## src/design/srpt_pkg.sv

```systemverilog
// Shared types and constants for the SRPT data packet scheduler.
package srpt_pkg;

    // Field widths fixed by the packet format
    localparam int IDX_W  = 6;
    localparam int BYTE_W = 32;
    localparam int PS_W   = 16;

    localparam logic [PS_W-1:0] PAYLOAD_SIZE_RST = 16'd1386;

    // Command codes on the input channel
    localparam logic [1:0] CMD_TICK  = 2'd0;
    localparam logic [1:0] CMD_NEW   = 2'd1;
    localparam logic [1:0] CMD_BUF   = 2'd2;
    localparam logic [1:0] CMD_GRANT = 2'd3;

    // Table update selected by the front end
    typedef enum logic [1:0] {
        UPD_NONE  = 2'd0,
        UPD_NEW   = 2'd1,
        UPD_BUF   = 2'd2,
        UPD_GRANT = 2'd3
    } upd_t;

    // One classified beat travelling from front to back
    typedef struct packed {
        upd_t              kind;
        logic [IDX_W-1:0]  idx;
        logic              act;
        logic [BYTE_W-1:0] rem;
        logic [BYTE_W-1:0] gr;
        logic [BYTE_W-1:0] bu;
    } srpt_item_t;

    // Back end sequencer states
    typedef enum logic [4:0] {
        ST_CLEAR = 5'b00001,
        ST_IDLE  = 5'b00010,
        ST_SCAN  = 5'b00100,
        ST_DRAIN = 5'b01000,
        ST_SEND  = 5'b10000
    } st_t;

endpackage

```

## src/design/srpt_front.sv

```systemverilog
// Front end: accepts input beats, classifies the command, queues them.
module srpt_front import srpt_pkg::*; #(
    parameter int NUM_SLOTS = 64
) (
    input  logic              clk,
    input  logic              rst_n,
    input  logic              in_valid,
    output logic              in_stall,
    input  logic [1:0]        command,
    input  logic [IDX_W-1:0]  rpc_index,
    input  logic [BYTE_W-1:0] remaining_bytes,
    input  logic [BYTE_W-1:0] granted_bytes,
    input  logic [BYTE_W-1:0] dbuffered_bytes,
    output logic              q_valid,
    output srpt_item_t        q_item,
    input  logic              q_take
);

    srpt_item_t entry_reg [2];
    logic       wr_ptr_reg, wr_ptr_next;
    logic       rd_ptr_reg, rd_ptr_next;
    logic [1:0] count_reg, count_next;
    logic       push;
    logic       in_range;
    srpt_item_t cls;

    // classify: out-of-table ids carry no update
    assign in_range = (int'(rpc_index) < NUM_SLOTS);

    always_comb
    begin
        cls.idx = rpc_index;
        cls.act = (rpc_index != '0);
        cls.rem = remaining_bytes;
        cls.gr  = granted_bytes;
        cls.bu  = dbuffered_bytes;
        unique case (command)
            CMD_TICK:  cls.kind = UPD_NONE;
            CMD_NEW:   cls.kind = UPD_NEW;
            CMD_BUF:   cls.kind = UPD_BUF;
            CMD_GRANT: cls.kind = UPD_GRANT;
            default:   cls.kind = UPD_NONE;
        endcase
        if (!in_range)
        begin
            cls.kind = UPD_NONE;
        end
    end

    // two-entry queue
    assign in_stall = (count_reg == 2'd2);
    assign push     = in_valid && !in_stall;
    assign q_valid  = (count_reg != 2'd0);
    assign q_item   = entry_reg[rd_ptr_reg];

    always_comb
    begin
        wr_ptr_next = push   ? !wr_ptr_reg : wr_ptr_reg;
        rd_ptr_next = q_take ? !rd_ptr_reg : rd_ptr_reg;
        case ({push, q_take})
            2'b10:   count_next = count_reg + 2'd1;
            2'b01:   count_next = count_reg - 2'd1;
            default: count_next = count_reg;
        endcase
    end

    always_ff @(posedge clk or negedge rst_n)
    begin
        if (!rst_n)
        begin
            wr_ptr_reg <= 1'b0;
            rd_ptr_reg <= 1'b0;
            count_reg  <= 2'd0;
        end
        else
        begin
            wr_ptr_reg <= wr_ptr_next;
            rd_ptr_reg <= rd_ptr_next;
            count_reg  <= count_next;
        end
    end

    always_ff @(posedge clk)
    begin
        if (push)
        begin
            entry_reg[wr_ptr_reg] <= cls;
        end
    end

endmodule

```

## config.mk

```make
export PLATFORM = sky130hd
export DESIGN_NAME = srpt_front
export DESIGN_NICKNAME = d
export VERILOG_FILES = /design/src/design/srpt_pkg.sv /design/src/design/srpt_front.sv
export SDC_FILE = /design/constraint.sdc
export NUM_CORES = 1
export LEC_CHECK = 0
export BUFFER_PORTS_ARGS = -buffer_cell sky130_fd_sc_hd__buf_2
export CORE_MARGIN = 2
export CORE_UTILIZATION = 33
export DETAILED_ROUTE_END_ITERATION = 12
export PLACE_DENSITY = 0.5
export SLEW_MARGIN = 20
export SYNTH_ARGS = -nofsm -noshare
export SYNTH_HDL_FRONTEND = slang
export SYNTH_SLANG_ARGS = --single-unit
```

## constraint.sdc

```tcl
create_clock -name clk -period 8.55 [get_ports clk]
set_input_delay 1.2825 -clock clk [delete_from_list [all_inputs] [get_ports clk]]
set_output_delay 1.2825 -clock clk [all_outputs]
set_load 0.02 [all_outputs]
```

==> results.py <==
metrics = {
    "critical_path": {
        "crit_path_max_fanout": 62,
        "crit_path_start_kind": "flop",
        "cp_top_family": "flip-flops",
        "slowest_delay_ns": 0.99,
        "required_ns": 7.27,
        "cp_slowest_cell": "dfrtp_4",
        "crit_cells": 3,
        "worst-r2r-cell-count": 5,
        "cp-end-kind": "primary output",
        "crit_chain": "buf_4 -> mux2_2 -> buf_2",
        "critPathArrivalTime_ns": 2.89,
        "critPathKind": "flop to primary output",
        "critPathBufInv": 2,
    },
    "global_route": {
        "top_usage_layer": "met2",
        "use_met2_pct": 19.0,
        "grt_max_degree": 65,
        "grt_overflow": 0,
        "use_met3_pct": 5.86,
        "grt_usage_pct": 11.5,
        "grt_pass1_vias": 4347,
        "antenna_found_initial": 4,
        "met1_usage_pct": 13.4,
        "grt_pass1_wl_mm": 23.3,
    },
    "drt": {
        "antenna_left": 0,
        "avgRoutedWirePerCell_microns": 16.4,
        "drtIter0Drc": 153,
        "drt-vias-per-instance": 4.30,
        "routed_wl_mm": 15.0,
        "drt_pass1_iterations": 4,
        "num_vias": 3930,
        "route.detailed.drc": 0,
    },
    "finish": {
        "final_area_sq_um": 10100,
        "nets": 688,
        "syn_to_final_growth_pct": 27.4,
        "drive_gt1_share_pct": 61.2,
        "largest_reg_flops": 210,
        "final_cells": 914,
        "mostFrequentLayoutCell": "buf_2",
        "mostFrequentLayoutCells": "buf_2 (214), edfxtp_1 (210), mux2_2 (65)",
    },
    "floorplan": {
        "core-area_sq_um": 23500,
        "fp.dieH_microns": 159,
        "initial_core_util_pct": 33.8,
        "dieArea_sq_um": 25300,
        "die_w_microns": 159,
        "io_pins": 215,
        "num_rows": 56,
    },
    "synth": {
        "synth_fp_nets": 458,
        "ys_warn_count": 0,
        "syn_area_sq_um": 7950,
        "postSynthCellCount": 349,
        "ys_seq_area_share_pct": 80.6,
        "ys_types": 17,
        "synth-seq-cells": 214,
        "syn_area_per_cell_sq_um": 22.8,
    },
    "timing": {
        "finClkSkew_ns": 0.0113,
        "grt_setup_unrepaired": "false",
        "timing.final.crit_share_pct": 48.8,
        "setup_viol": 0,
        "tns_ns": 0,
        "maxSlewHeadroom_pct": 38.7,
        "hold_violations": 0,
        "worst_slew_pin_slew_ns": 0.919,
        "fmax_mhz": 240,
        "whs_ns": 0.496,
        "drv_slew": 0,
        "min_period_ns": 4.17,
    },
    "clocking": {
        "cts_setup_buffers": 0,
        "ctsHoldBuffers": 0,
        "cts.htree.levels": 1,
        "path_clk_slew_ns": 0.05,
        "cts-resized-gates": 0,
        "cts_tree": "yes",
        "cts.sinks": 214,
        "clock-root-buffer": "clkbuf_16",
        "cts_buffers": 24,
        "clk_latency_ns": 0.50,
        "clk_path_buf_depth": 3,
    },
    "status": {
        "status": "finished, final reports clean",
    },
    "power": {
        "p_leak_uw": 0.00387,
        "ir_drop_mv": 0.172,
        "power.total_uw": 3680,
        "power_density_nw_per_um2": 363,
    },
    "hold_path": {
        "min_path_cells": 1,
        "min_path_type": "flop to flop",
    },
    "placed_design": {
        "placedCellCount": 872,
        "place.gp.congestion": 0.710,
        "placed_area_sq_um": 9360,
        "port_buffers": 214,
        "hpwl_mm": 9.66,
    },
    "flow_run": {
        "max-cap-violations": 0,
    },
}
## where the power goes
group / total [uW] / leakage (uW) / internal [uW] / switching (uW)
clock network: 986 / 0.000381 / 602 / 384
registers: 1550 / 0.00199 / 1440 / 114
logic: 1140 / 0.00149 / 481 / 660
## routing by layer
metal | vias to the layer above | wire length (microns)
li1 | 1843 | -
met1 | 1903 | 6000
met2 | 152 | 7040
met3 | 28 | 1640
met4 | 4 | 326
met5 | - | 19
## cell type report
| class | instances | area (sq um) |
|---|---|---|
| Inverter | 1 | 3.75 |
| Antenna cell | 2 | 5.00 |
| Clock inverter | 13 | 150 |
| Clock buffer | 27 | 612 |
| Fill cell | 2165 | 13400 |
| Multi-Input combinational cell | 120 | 1450 |
| Timing Repair Buffer | 218 | 1100 |
| Sequential cell | 214 | 6410 |
| Tap cell | 319 | 399 |
## logic make-up (layout without fill, tap and decap cells)
group,count (synthesis),in the layout,synth area share (%)
XOR/XNOR,5,5,0.551
adder cells (fa/ha/maj),1,1,0.157
buffers and inverters,15,259,1.37
flip-flops,214,214,80.6
multiplexers,105,105,16.8
other,0,2,0
AND/OR/NAND/NOR,9,9,0.551
## synthesized netlist by cell type (all sizes together)
cell	count	area, sq um
and3	1	6.26
nor2	3	11.3
or2	1	6.26
xnor2	3	26.3
clkbuf	2	7.51
nand2	2	7.51
nand2b	1	6.26
dfrtp	4	100
mux2	105	1330
edfxtp	210	6310
ha	1	12.5
buf	12	97.6
inv	1	3.75
nor4	1	6.26
xor2	2	17.5
## stage by stage
step	worst slack [ns]	utilization, %
finish	4.38	43.0
global route	4.17	43.0
CTS	4.28	43.0
detailed placement	4.83	39.8
global placement	4.86	39.8
floorplan	2.24	-
## worst paths after layout
kind                         startpoint               end  slack [ns]
min in group asynchronous         rst_n        wr_ptr_reg        0.57
hold / removal             count_reg[1]      count_reg[1]        0.50
hold reg to reg            count_reg[1]      count_reg[1]        0.50
max in group asynchronous         rst_n        rd_ptr_reg        7.84
setup / recovery             rd_ptr_reg       q_item[104]        4.38
setup reg to reg           count_reg[0]  entry_reg[0][42]        5.99
No activity file was read; power rests on OpenSTA's default activity.
